### src/rtl/dgza_pkg.sv
// Package for the depth grid zone averager: payload types, codes and sizes.
`default_nettype none
package dgza_pkg;

	// Field and datapath widths
	localparam int DIM_W     = 11;
	localparam int SUM_W     = 32;
	localparam int MEAN_W    = 16;
	localparam int DIV_W     = 18;
	localparam int PROD_W    = 2 * DIM_W;
	localparam int STEP_W    = $clog2(SUM_W);
	localparam int ZONE_COUNT = 16;
	localparam int ZONE_W    = $clog2(ZONE_COUNT);
	localparam int CFG_IDX_W = 2;
	localparam int CFG_DATA_W = 16;

	// Default geometry limits
	localparam int DEF_MAX_WIDTH  = 1280;
	localparam int DEF_MAX_HEIGHT = 1024;

	// Register reset values
	localparam logic [DIM_W-1:0]  RST_WIDTH     = 11'd640;
	localparam logic [DIM_W-1:0]  RST_HEIGHT    = 11'd480;
	localparam logic [MEAN_W-1:0] RST_THRESHOLD = 16'd1000;

	// Register indexes
	localparam logic [CFG_IDX_W-1:0] CFG_FRAME_WIDTH    = 2'd0;
	localparam logic [CFG_IDX_W-1:0] CFG_FRAME_HEIGHT   = 2'd1;
	localparam logic [CFG_IDX_W-1:0] CFG_NEAR_THRESHOLD = 2'd2;

	// Sequencer states
	typedef enum logic [2:0] {
		ST_IDLE,
		ST_ACC,
		ST_LOAD,
		ST_STEP,
		ST_STORE,
		ST_EMIT
	} state_t;

	// One pixel request
	typedef struct packed {
		logic [10:0] pixel_x;
		logic [9:0]  pixel_y;
		logic [15:0] depth_value;
		logic        frame_end;
	} in_t;

	// One zone result
	typedef struct packed {
		logic [3:0]  zone_index;
		logic [15:0] zone_mean;
		logic        zone_near;
		logic        steer_right_hint;
		logic        steer_left_hint;
		logic        report_last;
	} out_t;

endpackage
`default_nettype wire

### src/rtl/depth_grid_zone_averager.sv
// Depth grid zone averager: 4x4 zone sums of a depth frame and a per-zone mean report.
//
// Pixels enter on the in channel (valid/ready), one request per cycle while
// accumulating. Each depth is added, saturating, into one of 16 zone sums picked
// by comparing 4*x against w, 2w, 3w and 4*y against h, 2h, 3h.
// The pixel marked frame_end starts a report: in_ready drops, and one shared
// restoring divider (one quotient bit per cycle) works out each zone mean as
// sum / floor(w*h/16). Each zone takes a load, 32 divider steps and a store, and
// the first result is offered once all 16 means are stored.
// The 16 results then leave on the out channel, zone 0 to 15, one per cycle
// while out_ready is high; a stall simply holds the current result. The sums
// are cleared once all means are stored; in_ready returns after the result
// marked report_last is taken.
// Configuration is a plain write port (cfg_we, cfg_index, cfg_data); the user
// must write it only while idle; the block does not enforce this. Reset loads the
// default geometry and threshold, clears the sums and returns the block to idle.
`default_nettype none
module depth_grid_zone_averager #(
	parameter int MAX_WIDTH  = dgza_pkg::DEF_MAX_WIDTH,
	parameter int MAX_HEIGHT = dgza_pkg::DEF_MAX_HEIGHT
) (
	input  wire                                   clk,
	input  wire                                   arst_n,
	input  wire                                   cfg_we,
	input  wire  [dgza_pkg::CFG_IDX_W-1:0]        cfg_index,
	input  wire  [dgza_pkg::CFG_DATA_W-1:0]       cfg_data,
	input  wire                                   in_valid,
	output logic                                  in_ready,
	input  dgza_pkg::in_t                         in_data,
	output logic                                  out_valid,
	input  wire                                   out_ready,
	output dgza_pkg::out_t                        out_data
);
	import dgza_pkg::*;

	localparam int CMP_W = DIM_W + 2;

	state_t state_q, state_d;

	logic [DIM_W-1:0]  width_q, height_q;
	logic [MEAN_W-1:0] thresh_q;
	in_t               pix_q;
	logic [SUM_W-1:0]  sums_q [ZONE_COUNT];
	logic [MEAN_W-1:0] mean_q [ZONE_COUNT];
	logic [ZONE_COUNT-1:0] near_q;
	logic              right_q, left_q;
	logic [DIV_W-1:0]  divisor_q, rem_q;
	logic [SUM_W-1:0]  quo_q;
	logic [STEP_W-1:0] step_q;
	logic [ZONE_W-1:0] zone_q;

	logic in_acc, out_acc;

	// Clamped geometry
	logic [DIM_W-1:0] w_cl, h_cl;
	always_comb begin
		w_cl = width_q;
		if (width_q < DIM_W'(4)) begin
			w_cl = DIM_W'(4);
		end else if ({2'b00, width_q} > CMP_W'(MAX_WIDTH)) begin
			w_cl = DIM_W'(MAX_WIDTH);
		end
		h_cl = height_q;
		if (height_q < DIM_W'(4)) begin
			h_cl = DIM_W'(4);
		end else if ({2'b00, height_q} > CMP_W'(MAX_HEIGHT)) begin
			h_cl = DIM_W'(MAX_HEIGHT);
		end
	end

	// Zone of the held pixel: count boundaries passed, saturates at 3
	logic [CMP_W-1:0] x4, y4, w1, w2, w3, h1, h2, h3;
	logic [1:0]       col, row;
	logic [ZONE_W-1:0] pix_zone;
	assign x4 = {pix_q.pixel_x, 2'b00};
	assign y4 = {1'b0, pix_q.pixel_y, 2'b00};
	assign w1 = {2'b00, w_cl};
	assign w2 = {1'b0, w_cl, 1'b0};
	assign w3 = w1 + w2;
	assign h1 = {2'b00, h_cl};
	assign h2 = {1'b0, h_cl, 1'b0};
	assign h3 = h1 + h2;
	assign col = 2'(x4 >= w1) + 2'(x4 >= w2) + 2'(x4 >= w3);
	assign row = 2'(y4 >= h1) + 2'(y4 >= h2) + 2'(y4 >= h3);
	assign pix_zone = {row, col};

	// Saturating accumulate
	logic [SUM_W:0]   acc_wide;
	logic [SUM_W-1:0] acc_sat;
	assign acc_wide = {1'b0, sums_q[pix_zone]} + (SUM_W+1)'(pix_q.depth_value);
	assign acc_sat  = acc_wide[SUM_W] ? {SUM_W{1'b1}} : acc_wide[SUM_W-1:0];

	// Divisor from the geometry, registered before use
	logic [PROD_W-1:0] area;
	assign area = w_cl * h_cl;

	// Shared divider step
	logic [DIV_W:0]   trial;
	logic             q_bit;
	assign trial = {rem_q, quo_q[SUM_W-1]};
	assign q_bit = trial >= {1'b0, divisor_q};

	// Mean saturation and near test
	logic [MEAN_W-1:0] mean_sat;
	logic              mean_near;
	assign mean_sat  = (quo_q[SUM_W-1:MEAN_W] != '0) ? {MEAN_W{1'b1}} : quo_q[MEAN_W-1:0];
	assign mean_near = mean_sat < thresh_q;

	// Handshake outputs
	always_comb begin
		in_ready  = 1'b0;
		out_valid = 1'b0;
		case (state_q)
			ST_IDLE: in_ready = 1'b1;
			ST_ACC:  in_ready = !pix_q.frame_end;
			ST_EMIT: out_valid = 1'b1;
			default: begin
				in_ready  = 1'b0;
				out_valid = 1'b0;
			end
		endcase
	end

	assign in_acc  = in_valid && in_ready;
	assign out_acc = out_valid && out_ready;

	// Result payload
	always_comb begin
		out_data.zone_index       = zone_q;
		out_data.zone_mean        = mean_q[zone_q];
		out_data.zone_near        = near_q[zone_q];
		out_data.steer_right_hint = right_q;
		out_data.steer_left_hint  = left_q;
		out_data.report_last      = zone_q == ZONE_W'(ZONE_COUNT - 1);
	end

	// Next state
	always_comb begin
		state_d = state_q;
		case (state_q)
			ST_IDLE: begin
				if (in_acc) state_d = ST_ACC;
			end
			ST_ACC: begin
				if (pix_q.frame_end) state_d = ST_LOAD;
				else if (!in_acc) state_d = ST_IDLE;
			end
			ST_LOAD: state_d = ST_STEP;
			ST_STEP: begin
				if (step_q == STEP_W'(SUM_W - 1)) state_d = ST_STORE;
			end
			ST_STORE: begin
				if (zone_q == ZONE_W'(ZONE_COUNT - 1)) state_d = ST_EMIT;
				else state_d = ST_LOAD;
			end
			ST_EMIT: begin
				if (out_acc && out_data.report_last) state_d = ST_IDLE;
			end
			default: state_d = ST_IDLE;
		endcase
	end

	// Control registers
	always_ff @(posedge clk or negedge arst_n) begin
		if (!arst_n) begin
			state_q  <= ST_IDLE;
			width_q  <= RST_WIDTH;
			height_q <= RST_HEIGHT;
			thresh_q <= RST_THRESHOLD;
			zone_q   <= '0;
			step_q   <= '0;
			right_q  <= 1'b0;
			left_q   <= 1'b0;
		end else begin
			state_q <= state_d;
			if (cfg_we) begin
				case (cfg_index)
					CFG_FRAME_WIDTH:    width_q  <= cfg_data[DIM_W-1:0];
					CFG_FRAME_HEIGHT:   height_q <= cfg_data[DIM_W-1:0];
					CFG_NEAR_THRESHOLD: thresh_q <= cfg_data[MEAN_W-1:0];
					default: ;
				endcase
			end
			case (state_q)
				ST_ACC: begin
					if (pix_q.frame_end) begin
						zone_q  <= '0;
						right_q <= 1'b0;
						left_q  <= 1'b0;
					end
				end
				ST_LOAD: step_q <= '0;
				ST_STEP: step_q <= step_q + STEP_W'(1);
				ST_STORE: begin
					if (mean_near) begin
						if (!zone_q[1]) right_q <= 1'b1;
						else left_q <= 1'b1;
					end
					zone_q <= zone_q + ZONE_W'(1);
				end
				ST_EMIT: begin
					if (out_acc) zone_q <= zone_q + ZONE_W'(1);
				end
				default: ;
			endcase
		end
	end

	// Zone sums: accumulate per pixel, cleared once all means are stored
	always_ff @(posedge clk or negedge arst_n) begin
		if (!arst_n) begin
			for (int i = 0; i < ZONE_COUNT; i++) sums_q[i] <= '0;
		end else if (state_q == ST_ACC) begin
			sums_q[pix_zone] <= acc_sat;
		end else if (state_q == ST_STORE && zone_q == ZONE_W'(ZONE_COUNT - 1)) begin
			for (int i = 0; i < ZONE_COUNT; i++) sums_q[i] <= '0;
		end
	end

	// Datapath registers
	always_ff @(posedge clk) begin
		if (in_acc) pix_q <= in_data;
		case (state_q)
			ST_ACC: begin
				if (pix_q.frame_end) divisor_q <= DIV_W'(area >> 4);
			end
			ST_LOAD: begin
				rem_q <= '0;
				quo_q <= sums_q[zone_q];
			end
			ST_STEP: begin
				rem_q <= q_bit ? DIV_W'(trial - {1'b0, divisor_q}) : trial[DIV_W-1:0];
				quo_q <= {quo_q[SUM_W-2:0], q_bit};
			end
			ST_STORE: begin
				mean_q[zone_q] <= mean_sat;
				near_q[zone_q] <= mean_near;
			end
			default: ;
		endcase
	end

`ifndef ASSERT_OFF
	// Never take pixels while a report is pending
	a_no_overlap: assert property (@(posedge clk) disable iff (!arst_n)
		!(in_ready && out_valid))
		else $error("in_ready and out_valid both high");

	// A frame end request closes the input until the report is out
	a_frame_end_blocks: assert property (@(posedge clk) disable iff (!arst_n)
		in_valid && in_ready && in_data.frame_end |=> !in_ready)
		else $error("input open after frame end");

	// Divider remainder stays below the divisor
	a_rem_bound: assert property (@(posedge clk) disable iff (!arst_n)
		state_q == ST_STEP |-> rem_q < divisor_q)
		else $error("divider remainder out of range");

	// After the last result the block is ready again with cleared sums
	a_report_end: assert property (@(posedge clk) disable iff (!arst_n)
		out_valid && out_ready && out_data.report_last |=> in_ready && sums_q[0] == '0)
		else $error("block not idle after report");
`endif

endmodule
`default_nettype wire

### config.mk
export PLATFORM = sky130hd
export DESIGN_NAME = depth_grid_zone_averager
export DESIGN_NICKNAME = d
export VERILOG_FILES = /design/src/rtl/dgza_pkg.sv /design/src/rtl/depth_grid_zone_averager.sv
export SDC_FILE = /design/constraint.sdc
export NUM_CORES = 2
export LEC_CHECK = 0
export BUFFER_PORTS_ARGS = -buffer_cell sky130_fd_sc_hd__buf_2
export CAP_MARGIN = 30
export CORE_UTILIZATION = 25
export CTS_CLUSTER_SIZE = 8
export DETAILED_ROUTE_END_ITERATION = 6
export HOLD_SLACK_MARGIN = 0.02
export SETUP_SLACK_MARGIN = 0.4
export SYNTH_ARGS = -nofsm -noshare
export SYNTH_HDL_FRONTEND = slang
export SYNTH_SLANG_ARGS = --single-unit
### constraint.sdc
create_clock -name clk -period 14 [get_ports clk]
set_input_delay 2.8 -clock clk [delete_from_list [all_inputs] [get_ports clk]]
set_output_delay 2.8 -clock clk [all_outputs]
set_load 0.01 [all_outputs]
; After elaboration in Yosys (flattened, before gate mapping)
; Memories as Yosys holds them, arrays and structs flattened.
; Index checks and enable logic that the tools add are counted.
; W data, S select, Z words.
[classes]
n_mux = 47
n_eq_ne = 18
n_reduce_logical = 22
bitwise_logic = 2
n_lt_le_gt_ge = 17
multipliers = 1
add_sub_neg = 10
[ops]
columns = operator, n
row1 = $mux W512, 2
row2 = $bwmux W512, 1
row3 = $bmux W32 S4, 2
row4 = $mux W32, 6
row5 = $demux W32 S4, 1
row6 = $pmux W32 S2, 1
row7 = $mux W11, 4
row8 = $pmux W18 S2, 1
row9 = $add A32 B16 Y33, 1
row10 = $add A11 B12 Y13, 2
row11 = $gt A11 B11 Y1 const B, 2
row12 = $lt A11 B3 Y1 const B, 2
row13 = $mul A11 B11 Y22, 1
row14 = $ge A19 B18 Y1, 1
row15 = $mux W18, 1
row16 = $mux W3, 6
row17 = $pmux W3 S6, 1
row18 = $sub A18 B18 Y18, 1
row19 = $bwmux W16, 1
row20 = $lt A16 B16 Y1, 1
row21 = $mux W16, 1
row22 = $ne A2 B2 Y1 const B, 8
row23 = $reduce_bool A16 Y1, 1
row24 = $ge A12 B13 Y1, 1
row25 = other kinds (38), 68
[totals]
inputBits = 61
out_inout_bits = 26
regBits = 686
mem_count = 1
ram_bits = 256
[mem_list]
columns = memory, depth, width, rd, rd_clocked_by_memory_dff, wr, line_no
row1 = mean_q, 16, 16, 1, 0, 1, depth_grid_zone_averager.sv:44  ; logic [MEAN_W-1:0] mean_q [ZONE_COUNT];

; Depth between registers and ports, before layout
[depth]
word_depth = 14
ltp_mapped = 44
ltp_nobuf = 34

; Worst setup path before layout
; Ideal clock, no wire load.
[synth_timing]
path_kind = reg2reg
startpoint = register width_q[5]
endpoint = register sums_q[510] (netlist bit)
setup_slack_ns = 3.941
stages_incl_launch_ff = 38
synth_period_minus_slack_ns = 10.059
arrival_time_ns = 9.928
cell_sequence = dfrtp_1 or4_1 o41a_1 o21ai_1 nand2_1 nand2_1 ha_1 a21oi_1 o311ai_0 a21o_1 o2111a_1 o41a_1 a21o_1 a21o_1 xnor2_1 ha_1 nand4_1 o31ai_1 [2 not listed] buf_6 buf_8 buf_6 buf_8 buf_6 buf_1 mux4_2 mux4_2 ha_1 nand3_1 o221ai_1 a211oi_1 nor4_1 o2111ai_4 a211oi_1 mux2i_1 buf_2 o21ai_0
[synth_via]
elab_chain_len = 14
elab_cells_between_ends = 23
[synth_lines]
columns = item, line_no
row1 = start: declaration, depth_grid_zone_averager.sv:40  ; logic [DIM_W-1:0] width_q, height_q;
row2 = start signal: assignment, depth_grid_zone_averager.sv:178  ; CFG_FRAME_WIDTH: width_q <= cfg_data[DIM_W-1:0];
row3 = $gt A11 B11 Y1, depth_grid_zone_averager.sv:60  ; end else if ({2'b00, width_q} > CMP_W'(MAX_WIDTH)) begin
row4 = $mux W11, depth_grid_zone_averager.sv:60
row5 = $mux W11 (*), depth_grid_zone_averager.sv:58  ; if (width_q < DIM_W'(4)) begin
row6 = $add A11 B12 Y13 (tied with other cells), depth_grid_zone_averager.sv:79  ; assign w3 = w1 + w2;
row7 = $ge A13 B13 Y1 / $add A1 B1 Y2 (equally long branches), depth_grid_zone_averager.sv:83  ; assign col = 2'(x4 >= w1) + 2'(x4 >= w2) + 2'(x4 >= w3);
row8 = $add A2 B1 Y2 (*), depth_grid_zone_averager.sv:83
row9 = $not A4 Y5 (implied by the code) (*), "depth_grid_zone_averager.sv:90, depth_grid_zone_averager.sv:214"
row10 = $bmux W32 S4, depth_grid_zone_averager.sv:90  ; assign acc_wide = {1'b0, sums_q[pix_zone]} + (SUM_W+1)'(pix_q.depth_value);
row11 = $mux W32 (implied by the code) (2 in a row), depth_grid_zone_averager.sv:90
row12 = $add A32 B16 Y33, depth_grid_zone_averager.sv:90
row13 = $mux W32, depth_grid_zone_averager.sv:91  ; assign acc_sat = acc_wide[SUM_W] ? {SUM_W{1'b1}} : acc_wide[SUM_W-1:0];
row14 = $bwmux W512 (*), depth_grid_zone_averager.sv:214  ; sums_q[pix_zone] <= acc_sat;
row15 = $mux W512 (*), depth_grid_zone_averager.sv:213  ; end else if (state_q == ST_ACC) begin
row16 = end signal: indexed assignment, depth_grid_zone_averager.sv:214
row17 = end: declaration, depth_grid_zone_averager.sv:43  ; logic [SUM_W-1:0] sums_q [ZONE_COUNT];
; Mark *: on every way between the ends. The rest lies on a longest branch, timed or not. The select of a mux whose other input is x is not followed.
; A chain may end at the register's enable or synchronous reset.

; Worst setup path after layout
[layout_timing]
startpoint = register width_q[4]
endpoint = register sums_q[40] (netlist bit)
; The elaborated chain is that of the path after synthesis.

==> results.tsv <==
stage	metric	value	unit
die	io_pins	87	
clock_network	cts_sinks	942	
route	drtIter0Drc	3504	
setup_path	crit_path_max_incr_delay	1420	ps
setup_path	setup.worst_path.start	width_q[4]	
sta	hold_viol_final	0	
die	die_w	457	um
route	wl	146000	um
die	die_area	0.209	mm2
yosys	ys_seq_elements	942	
yosys	synth.area.top_cells	dfrtp_1, edfxtp_1, mux4_2	
power	power.density	130	mW/mm2
sta	tightest_slew	1210	ps
yosys	synth_top_family_by_area	multiplexers	
setup_path	worstPathRequired	14590	ps
sta	final.setup.tns	0	ps
flow_run	maxCapViolations	0	
sta	min_period_over_period	0.854	
setup_path	crit_slowest_cell	fa_4	
yosys	ys_types	81	
route	wire_per_inst	21.0	um
yosys	yosysTopAreaCell	dfrtp_1	
placed_design	hpwl	89800	um
die	core-area	0.205	mm2
finish	finalNetCount	4520	
min_path	hold_class	flip-flop to flip-flop	
yosys	synthAdderAreaFrac	0.0800	
route	via_per_inst	5.16	
grt	grt_use_total	0.140	
clock_network	clockRootBuffer	clkbuf_16	
finish	regArea	0.0255	mm2
setup_path	r2r_start	width_q[4]	
clock_network	clk_latency	770	ps
yosys	synth_area	0.0517	mm2
min_path	min_from	thresh_q[4]	
sta	slew_headroom	0.195	
yosys	synth_edf_count	378	
sta	fmax	0.0837	GHz
setup_path	startpoint_type	flip-flop	
yosys	synth-main-ff-cell	dfrtp_1	
yosys	syn_nets	4545	
power	power.share.switching	0.300	
die	start_util	0.252	
sta	rsz0062_at_grt	no	
clock_network	cts_buffers	137	
clock_network	cts_setup_buffers	0	
power	internal_power	5390	uW
route	via_count	35700	
yosys	ys_async_sr_fraction	0.599	
setup_path	critPathArrivalTime	12540	ps
finish	multiInputGateArea	0.0243	mm2
power	switchingPower	2310	uW
finish	antenna-diode-count	0	
sta	setup_violations	0	
yosys	synth_mux_area_frac	0.179	
grt	antenna_found_initial	3	
power	seqPwrFrac	0.382	
yosys	syn_inst	4205	
finish	fin_cells	6923	
run_status	status	complete, no violations	
grt	grt_max_degree	245	
yosys	synth.yosys.warnings	0	
placed_design	gp_congestion	0.826	
finish	n_fill_cell	20700	
yosys	synth_compound_area_frac	0.0954	
route	drc	0	
clock_network	cts_tree	built	
die	die_y	457	um
setup_path	crit_fanout	72	
power	leakage	0.0225	uW
grt	grt_pass1_wl	226000	um
finish	final_layout_size_suffix_gt1_frac	0.200	
setup_path	worstSetupEndpointType	flip-flop	
power	combPwrFrac	0.217	
route	ant_nets	0	
setup_path	r2r_slack	2050	ps
clock_network	clk_pin_slew_worst_paths	60	ps
finish	utilization	0.288	
sta	skew	20.1	ps
clock_network	cts.path.max_buffers	3	
die	num_rows	166	
sta	min_period	11950	ps
setup_path	path_class	flip-flop to flip-flop	
placed_design	dp.cells	6726	
placed_design	place_ws	2120	ps
placed_design	port-buffer-count	86	
clock_network	htreeDepth	4	
finish	syn_to_final_growth	14.1	%
yosys	yosysTopAreaCellShare	0.267	
route	dr.pass1.iters	6	
yosys	synth_xor_area_frac	0.0102	
power	clkPwrFrac	0.402	
grt	grt_pass1_vias	36300	
clock_network	cts_resized	0	
sta	finalWorstSetupSlack	2050	ps
yosys	avgSynthCellArea	12.3	um2
yosys	seq_area_frac_synth	0.493	
grt	globalRouteOverflowTotal	0	
power	peakVddDrop	0.117	mV
clock_network	cts_hold_buf	0	
yosys	synthSimpleGateAreaFrac	0.102	
sta	slew_viol_final	0	
==> cells in the final DEF (no fill, tap or decap), drive strengths merged, types with 27 or more instances in the layout <==
master	n
a21o	44
a21oi	152
buf	172
clkbuf	179
dfrtp	552
edfxtp	378
fa	86
ha	193
inv	185
mux2	35
mux4	390
nand2	270
nand3	499
nor2	154
nor3	27
o21ai	531
xnor2	39
==> registers in the layout (all words and copies together) (netlist names) <==
signal and flops:
height_q 11, quo_q 32, mean_q 256, width_q 11, rem_q 18, step_q 5, near_q 16, left_q 1
state_q 3, divisor_q 18, thresh_q 16, sums_q 512, pix_q 38, zone_q 4, right_q 1
==> layer usage <==
layer / wire (um) / part of all wire / track usage
met1: 62700 / 0.43 / 0.187
met4: 4670 / 0.032 / 0.0516
met2: 68200 / 0.47 / 0.223
met3: 10100 / 0.069 / 0.0276
met5: 13 / 0.000089 / 0
==> critical path: cells and delay by family, from the launching register on <==
family	cells	cell delay [ps]
compound gates	17	5290
fa+ha+maj	4	2370
simple gates	6	1310
mux	2	1120
buf+inv	3	1040
flops	1	430
xor+xnor	1	130
==> worst paths after layout <==
path                               end  cells after the start
min reg2reg                thresh_q[4]                      1
min in group asynchronous  sums_q[213]                      1
min                        thresh_q[4]                      1
max                         sums_q[40]                     33
max in group asynchronous    zone_q[0]                      3
max reg2reg                 sums_q[40]                     33
==> layout make-up <==
| cell class | instances | area share |
|---|---|---|
| well taps | 2688 | 0.0570 |
| inverters | 180 | 0.0114 |
| clock buffers | 179 | 0.0618 |
| repair buffers | 172 | 0.0217 |
| flip-flops and latches | 942 | 0.432 |
| multi-input cells | 2747 | 0.411 |
| clock inverters | 15 | 0.00505 |
==> through the flow <==
step | total power (uW) | instance area (um2) | hold slack [ps]
2_1_floorplan | 4190 | 51700 | 456
3_3_place_gp | 4640 | 54800 | 473
4_1_cts | 7780 | 59000 | 510
3_5_place_dp | 4660 | 55000 | 494
6_report | 7700 | 59000 | 507
5_1_grt | 8070 | 59000 | 529
==> synthesized netlist by cell type, drive strengths merged, types with 7 or more instances <==
master,count
nor2,154
a21oi,152
nor4,9
xor2,21
a211oi,11
clkbuf,277
nor2b,24
o21bai,8
fa,86
mux2,35
o21a,12
nand3,499
mux4,390
and3,11
and2,22
dfstp,12
a21boi,8
dfrtp,552
a31oi,8
o21ai,531
nand2,270
nand2b,19
nor3,27
inv,177
ha,193
buf,59
a22oi,24
o31ai,7
nand4,16
edfxtp,378
a21o,44
xnor2,39
mux2i,10
or3,10
or2,20
==> power groups by stage <==
| stage | logic [uW] | clock network, uW | registers [uW] |
|---|---|---|---|
| 6_report | 1670 | 3090 | 2940 |
| 5_1_grt | 1860 | 3270 | 2940 |
| 4_1_cts | 1690 | 3160 | 2940 |
| 3_5_place_dp | 1670 | 0 | 2990 |
| 3_3_place_gp | 1650 | 0 | 2990 |
| 2_1_floorplan | 1210 | 0 | 2980 |
==> kinds of logic after synthesis <==
kind of cell,count (synthesis)
compound gates,867
buf+inv,516
xor+xnor,60
simple gates,1106
flops,942
fa+ha+maj,279
mux,435
Power figures use the tool's default switching activity.
